--- src/hw/rtl/pid_pkg.sv ---
// Shared types and constants for the positional insert/delete array.
package pid_pkg;

  localparam int unsigned FUNC_W        = 2;
  localparam int unsigned POS_W         = 7;
  localparam int unsigned DATA_W        = 32;
  localparam int unsigned STATUS_W      = 2;
  localparam int unsigned LEN_W         = 5;
  localparam int unsigned DEPTH_DEFAULT = 16;

  localparam logic [FUNC_W-1:0] FUNC_INSERT = 2'd0;
  localparam logic [FUNC_W-1:0] FUNC_DELETE = 2'd1;
  localparam logic [FUNC_W-1:0] FUNC_UPDATE = 2'd2;
  localparam logic [FUNC_W-1:0] FUNC_READ   = 2'd3;

  localparam logic [STATUS_W-1:0] STATUS_OK     = 2'd0;
  localparam logic [STATUS_W-1:0] STATUS_BADPOS = 2'd1;
  localparam logic [STATUS_W-1:0] STATUS_FULL   = 2'd2;

  // Command broadcast to every cell of the row.
  typedef struct packed {
    logic                     ins;
    logic                     del;
    logic                     upd;
    logic [POS_W-1:0]         pos;
    logic signed [DATA_W-1:0] value;
  } pid_cmd_t;

endpackage

--- src/hw/rtl/pid_if.sv ---
// Valid/ready channel interfaces for requests and results.
interface pid_in_if;
  logic                              valid;
  logic                              ready;
  logic [pid_pkg::FUNC_W-1:0]        func;
  logic [pid_pkg::POS_W-1:0]         position;
  logic signed [pid_pkg::DATA_W-1:0] value;

  modport source (output valid, output func, output position, output value, input ready);
  modport sink   (input valid, input func, input position, input value, output ready);
endinterface

interface pid_out_if;
  logic                              valid;
  logic                              ready;
  logic [pid_pkg::STATUS_W-1:0]      status;
  logic signed [pid_pkg::DATA_W-1:0] read_value;
  logic [pid_pkg::LEN_W-1:0]         length;

  modport source (output valid, output status, output read_value, output length, input ready);
  modport sink   (input valid, input status, input read_value, input length, output ready);
endinterface

--- src/hw/rtl/positional_insert_delete_array.sv ---
// Top level of the positional insert/delete array.
// An ordered list of up to DEPTH signed 32-bit elements held in a row of
// cells, one element per cell. Every request (insert, delete, update, read)
// is applied at once: all cells shift or load together on the edge that
// accepts it, so one request per clock is sustained unless the result stalls.
// The result is registered and appears the cycle after acceptance; a new
// request is taken whenever the result register is empty or being drained.
// Element storage has no reset; only the length and handshake state clear.
module positional_insert_delete_array #(
  parameter int unsigned DEPTH = pid_pkg::DEPTH_DEFAULT
) (
  input  logic      clk_i,
  input  logic      rst_ni,
  pid_in_if.sink    in_i,
  pid_out_if.source out_o
);

  localparam int unsigned PosW  = pid_pkg::POS_W;
  localparam int unsigned LenW  = pid_pkg::LEN_W;
  localparam int unsigned CntW  = $clog2(DEPTH + 1);
  localparam int unsigned IdxW  = $clog2(DEPTH);
  localparam int unsigned CmpW  = (CntW > PosW) ? CntW : PosW;
  localparam logic [CmpW-1:0] DepthCmp = CmpW'(DEPTH);

  logic [CntW-1:0] count_d, count_q;
  logic            accept;
  logic [CmpW-1:0] pos_ext, cnt_ext;
  logic [pid_pkg::STATUS_W-1:0] status;
  logic signed [pid_pkg::DATA_W-1:0] rd_value;
  pid_pkg::pid_cmd_t cmd;

  logic signed [pid_pkg::DATA_W-1:0] elem [DEPTH];

  logic                              out_valid_d, out_valid_q;
  logic [pid_pkg::STATUS_W-1:0]      out_status_q;
  logic signed [pid_pkg::DATA_W-1:0] out_rd_q;
  logic [LenW-1:0]                   out_len_q;
  logic [CntW+LenW-1:0]              len_ext;

  assign in_i.ready = !out_valid_q || out_o.ready;
  assign accept     = in_i.valid && in_i.ready;

  assign pos_ext = CmpW'(in_i.position);
  assign cnt_ext = CmpW'(count_q);

  always_comb begin
    status    = pid_pkg::STATUS_OK;
    cmd.ins   = 1'b0;
    cmd.del   = 1'b0;
    cmd.upd   = 1'b0;
    cmd.pos   = in_i.position;
    cmd.value = in_i.value;
    rd_value  = '0;
    count_d   = count_q;
    if (in_i.func == pid_pkg::FUNC_INSERT) begin
      if (pos_ext > cnt_ext) begin
        status = pid_pkg::STATUS_BADPOS;
      end else if (cnt_ext >= DepthCmp) begin
        status = pid_pkg::STATUS_FULL;
      end else begin
        cmd.ins = accept;
        count_d = count_q + CntW'(1);
      end
    end else if (pos_ext >= cnt_ext) begin
      status = pid_pkg::STATUS_BADPOS;
    end else begin
      case (in_i.func)
        pid_pkg::FUNC_DELETE: begin
          cmd.del = accept;
          count_d = count_q - CntW'(1);
        end
        pid_pkg::FUNC_UPDATE: cmd.upd = accept;
        default:              rd_value = elem[in_i.position[IdxW-1:0]];
      endcase
    end
  end

  genvar gi;
  generate
    for (gi = 0; gi < DEPTH; gi++) begin : g_cell
      logic signed [pid_pkg::DATA_W-1:0] left, right;
      if (gi == 0) begin : g_first
        assign left = in_i.value;
      end else begin : g_mid_l
        assign left = elem[gi-1];
      end
      if (gi == DEPTH - 1) begin : g_last
        assign right = elem[gi];
      end else begin : g_mid_r
        assign right = elem[gi+1];
      end
      pid_cell #(
        .IDX (gi)
      ) u_cell (
        .clk_i        (clk_i),
        .cmd_i        (cmd),
        .data_left_i  (left),
        .data_right_i (right),
        .data_o       (elem[gi])
      );
    end
  endgenerate

  assign len_ext     = {LenW'(0), count_d};
  assign out_valid_d = accept || (out_valid_q && !out_o.ready);

  always_ff @(posedge clk_i or negedge rst_ni) begin
    if (!rst_ni) begin
      count_q     <= '0;
      out_valid_q <= 1'b0;
    end else begin
      out_valid_q <= out_valid_d;
      if (accept) begin
        count_q <= count_d;
      end
    end
  end

  always_ff @(posedge clk_i) begin
    if (accept) begin
      out_status_q <= status;
      out_rd_q     <= rd_value;
      out_len_q    <= len_ext[LenW-1:0];
    end
  end

  assign out_o.valid      = out_valid_q;
  assign out_o.status     = out_status_q;
  assign out_o.read_value = out_rd_q;
  assign out_o.length     = out_len_q;

endmodule

--- src/hw/rtl/pid_cell.sv ---
// One storage cell of the row: holds, loads, or takes a neighbor's element.
module pid_cell #(
  parameter int unsigned IDX = 0
) (
  input  logic                              clk_i,
  input  pid_pkg::pid_cmd_t                 cmd_i,
  input  logic signed [pid_pkg::DATA_W-1:0] data_left_i,
  input  logic signed [pid_pkg::DATA_W-1:0] data_right_i,
  output logic signed [pid_pkg::DATA_W-1:0] data_o
);

  localparam int unsigned PosW = pid_pkg::POS_W;
  localparam logic [PosW-1:0] MyIdx = PosW'(IDX);

  logic signed [pid_pkg::DATA_W-1:0] data_d, data_q;

  always_comb begin
    data_d = data_q;
    if (cmd_i.ins) begin
      if (cmd_i.pos == MyIdx) begin
        data_d = cmd_i.value;
      end else if (cmd_i.pos < MyIdx) begin
        data_d = data_left_i;
      end
    end else if (cmd_i.del) begin
      if (cmd_i.pos <= MyIdx) begin
        data_d = data_right_i;
      end
    end else if (cmd_i.upd) begin
      if (cmd_i.pos == MyIdx) begin
        data_d = cmd_i.value;
      end
    end
  end

  always_ff @(posedge clk_i) begin
    data_q <= data_d;
  end

  assign data_o = data_q;

endmodule

--- src/flat_wrapper.sv ---
// flat-port wrapper written by rule: the top's interface ports become plain ports
module positional_insert_delete_array_flat 
#(
  parameter int unsigned DEPTH = pid_pkg::DEPTH_DEFAULT
)
  (clk_i, rst_ni, in_i_valid, in_i_func, in_i_position, in_i_value, in_i_ready, out_o_valid, out_o_status, out_o_read_value, out_o_length, out_o_ready);
  pid_in_if in_i_i ();
  pid_out_if out_o_i ();
  input  logic clk_i;
  input  logic rst_ni;
  input wire logic [$bits(in_i_i.valid)-1:0] in_i_valid;
  input wire logic [$bits(in_i_i.func)-1:0] in_i_func;
  input wire logic [$bits(in_i_i.position)-1:0] in_i_position;
  input wire logic [$bits(in_i_i.value)-1:0] in_i_value;
  output wire logic [$bits(in_i_i.ready)-1:0] in_i_ready;
  output wire logic [$bits(out_o_i.valid)-1:0] out_o_valid;
  output wire logic [$bits(out_o_i.status)-1:0] out_o_status;
  output wire logic [$bits(out_o_i.read_value)-1:0] out_o_read_value;
  output wire logic [$bits(out_o_i.length)-1:0] out_o_length;
  input wire logic [$bits(out_o_i.ready)-1:0] out_o_ready;
  assign in_i_i.valid = in_i_valid;
  assign in_i_i.func = in_i_func;
  assign in_i_i.position = in_i_position;
  assign in_i_i.value = in_i_value;
  assign in_i_ready = in_i_i.ready;
  assign out_o_valid = out_o_i.valid;
  assign out_o_status = out_o_i.status;
  assign out_o_read_value = out_o_i.read_value;
  assign out_o_length = out_o_i.length;
  assign out_o_i.ready = out_o_ready;
  positional_insert_delete_array #(.DEPTH(DEPTH)) u_core (.clk_i(clk_i), .rst_ni(rst_ni), .in_i(in_i_i), .out_o(out_o_i));
endmodule
--- config.mk ---
export PLATFORM = sky130hd
export DESIGN_NAME = positional_insert_delete_array_flat
export DESIGN_NICKNAME = d
export VERILOG_FILES = /design/src/hw/rtl/pid_pkg.sv /design/src/hw/rtl/pid_if.sv /design/src/hw/rtl/positional_insert_delete_array.sv /design/src/hw/rtl/pid_cell.sv /design/src/flat_wrapper.sv
export SDC_FILE = /design/constraint.sdc
export NUM_CORES = 2
export LEC_CHECK = 0
export ABC_AREA = 0
export BUFFER_PORTS_ARGS = -buffer_cell sky130_fd_sc_hd__clkbuf_2
export CORE_MARGIN = 10
export CORE_UTILIZATION = 63
export CTS_CLUSTER_SIZE = 40
export DETAILED_ROUTE_END_ITERATION = 8
export PLACE_DENSITY_LB_ADDON = 0.15
export SLEW_MARGIN = 20
export SYNTH_ARGS = -nofsm -noshare
export SYNTH_HDL_FRONTEND = slang
export SYNTH_SLANG_ARGS = --single-unit
--- constraint.sdc ---
create_clock -name clk_i -period 7.7 [get_ports clk_i]
set_input_delay 1.155 -clock clk_i [delete_from_list [all_inputs] [get_ports clk_i]]
set_output_delay 1.155 -clock clk_i [all_outputs]
set_load 0.01 [all_outputs]
==> flow_metrics.env <==
export IMPL_status="completed"
export IMPL_die_h_um=235
export IMPL_drt_total_wl_mm=95.6
export IMPL_antenna_left=0
export IMPL_core_area_um2=45600
export IMPL_synth_area_um2=29200
export IMPL_worst_ep_required_time_ns=8.03
export IMPL_clk_latency_ns=0.64
export IMPL_synth_seq_cells=557
export IMPL_fillers=3076
export IMPL_setup_viol=0
export IMPL_critPathCaptureType="register"
export IMPL_drive_above_1_share_pct=21.9
export IMPL_grt_pass1_wl_mm=141
export IMPL_areaGrowthSynthToFinish_pct=10.1
export IMPL_grt_pass1_vias=21811
export IMPL_layoutNonFillerInstCount=2809
export IMPL_ctsResizeCount=0
export IMPL_dp_cells=2699
export IMPL_postCtsSetupRepairBufs=0
export IMPL_layout_commonest_cell="edfxtp_1"
export IMPL_finalHoldViolCount=0
export IMPL_clock_fmax_mhz=202
export IMPL_track_usage_pct=33.4
export IMPL_worst_setup_path_type="primary input to register"
export IMPL_synth_seq_area_share_pct=57.2
export IMPL_via_per_inst=8.04
export IMPL_hold_class="primary input to asynchronous set/reset pin"
export IMPL_setup_tns_ns=0
export IMPL_syn_nets=2236
export IMPL_io_pins=86
export IMPL_dpl_hpwl_mm=53.2
export IMPL_antenna_found_initial=2
export IMPL_cp_start_kind="primary input"
export IMPL_cp_arrival_ns=5.27
export IMPL_wl_per_cell_um=34.0
export IMPL_clock_sinks=557
export IMPL_grt_overflow_total=0
export IMPL_cts_max_path_buffers=3
export IMPL_slew_violations=0
export IMPL_grt_max_degree=242
export IMPL_avgSynthCellArea_um2=13.4
export IMPL_die_w_um=235
export IMPL_ys_flop_type="edfxtp_1"
export IMPL_synth_cell_types=56
export IMPL_fin_crit_ns=4.95
export IMPL_p_leak_nw=9.46
export IMPL_rsz0062_at_grt="false"
export IMPL_drv_cap=0
export IMPL_ir_worst_vdd_mv=0.181
export IMPL_synth_warnings=0
export IMPL_rows=78
export IMPL_path_clk_slew_ns=0.06
export IMPL_antenna_diode_count=0
export IMPL_drtIter0Drc=4503
export IMPL_gp_congestion=0.892
export IMPL_cts_buffers=58
export IMPL_fin_skew_ns=0.0264
export IMPL_dr_pass1_iters=9
export IMPL_cts_tree="built"
export IMPL_cp_max_fo=56
export IMPL_num_vias=22582
export IMPL_io_buffers=85
export IMPL_cts_hold_buf=0
export IMPL_timing_final_crit_share_pct=64.2
export IMPL_async_reset_ff_share_pct=1.08
export IMPL_synthCells=2184
export IMPL_layout_nets=2213
export IMPL_synth_edf_count=551
export IMPL_worstMarginPinSlew_ns=1.24
export IMPL_dieArea_um2=55400
export IMPL_initial_core_util_pct=64.1
export IMPL_htreeDepth=2
export IMPL_power_density_nw_per_um2=212
export IMPL_root_buffer="clkbuf_16"
export IMPL_drc=0
export IMPL_mostFrequentLayoutCells="edfxtp_1, a22oi_1, o21ai_0"
export IMPL_ff2ff_setup_slack_ns=3.27
export IMPL_max_slew_margin_rel_pct=17.2
state kept, by name, summed over array words and instances, names as in the netlist:
signal and flops:
u_core.g_cell.u_cell.data_o 512, u_core.count_q 5, u_core.out_o.read_value 32, u_core.out_o.status 2
u_core.out_o.length 5, u_core.out_o.valid 1
worst max-delay path, stage by stage:
cell and delay, ns:
clkbuf_8 0.53, inv_1 0.22, ha_1 0.35, nand2b_1 0.15, a21boi_0 0.32, o21ai_0 0.21
o32a_1 0.69, or3_1 0.52, a21oi_4 0.71, buf_4 0.39
cell usage after synthesis, types with 15 or more instances:
master | n | share of area, %
nor3_2 | 15 | 0.51
nor2b_1 | 32 | 0.69
nor2_1 | 22 | 0.28
nand2_1 | 46 | 0.59
o21ai_0 | 348 | 6.0
mux4_2 | 160 | 12
inv_1 | 44 | 0.57
o21ai_1 | 139 | 2.4
a22oi_1 | 451 | 12
clkbuf_1 | 98 | 1.3
buf_2 | 111 | 1.9
mux2_2 | 32 | 1.2
edfxtp_1 | 551 | 57
path summary, 6_finish.rpt:
| check | from | to | cells after the start |
|---|---|---|---|
| min | rst_ni | u_core.count_q[1]$_DFFE_PN0N_ | 1 |
| min reg2reg | u_core.out_o.valid$_DFF_PN0_ | u_core.out_o.valid$_DFF_PN0_ | 2 |
| max | in_i_position[0] | u_core.g_cell[14].u_cell.data_o[23]$_DFFE_PP_ | 10 |
| min in group clk_i | u_core.out_o.valid$_DFF_PN0_ | u_core.out_o.valid$_DFF_PN0_ | 2 |
| max reg2reg | u_core.count_q[4]$_DFFE_PN0N_ | u_core.g_cell[14].u_cell.data_o[23]$_DFFE_PP_ | 8 |
| max in group asynchronous | rst_ni | u_core.count_q[0]$_DFFE_PN0N_ | 1 |
metal layers:
layer	vias to the layer above	part of all wire, %	wire length (µm)	GRT usage (%)
met3	340	16	15000	11.0
met1	11033	35	33600	44.6
met5	-	0.014	13	0
met2	2289	44	42300	49.2
met4	2	4.7	4520	14.9
li1	8918	-	-	-
stage by stage:
step | hold WS (ns) | area [µm²] | worst slack, ns | total power, mW | utilization (%)
3_5_place_dp | 0.540 | 30200 | 2.25 | 4.01 | 66.3
6_report | 0.354 | 32100 | 2.75 | 6.81 | 70.5
5_1_grt | 0.352 | 32100 | 2.65 | 6.97 | 70.5
4_1_cts | 0.348 | 32100 | 2.86 | 6.79 | 70.4
3_3_place_gp | 0.513 | 30200 | 2.35 | 3.99 | 66.3
2_1_floorplan | 0.537 | 29200 | 0.724 | 3.84 | -
cell families after synthesis:
family / after synthesis / synth area share (%)
multiplexers: 206 / 14.1
buffers and inverters: 274 / 4.19
adder cells (fa/ha/maj): 7 / 0.300
AND/OR/NAND/NOR: 161 / 3.11
AO/OA/AOI/OAI: 972 / 20.9
XOR/XNOR: 7 / 0.210
flip-flops: 557 / 57.2
area by class of cell:
type | instances | area [µm²] | share of cell area (%)
flip-flops and latches | 557 | 16700 | 51.9
multi-input cells | 1353 | 11700 | 36.3
clock buffers | 70 | 1500 | 4.65
repair buffers | 147 | 986 | 3.07
well taps | 600 | 751 | 2.34
clock inverters | 38 | 374 | 1.16
inverters | 44 | 165 | 0.514
report_power, final:
group	switching [mW]	internal (mW)	total, mW
combinational	0.329	0.227	0.556
clock	1.23	1.62	2.85
sequential	0.0284	3.37	3.40
No activity file was read; power rests on OpenSTA's default activity.
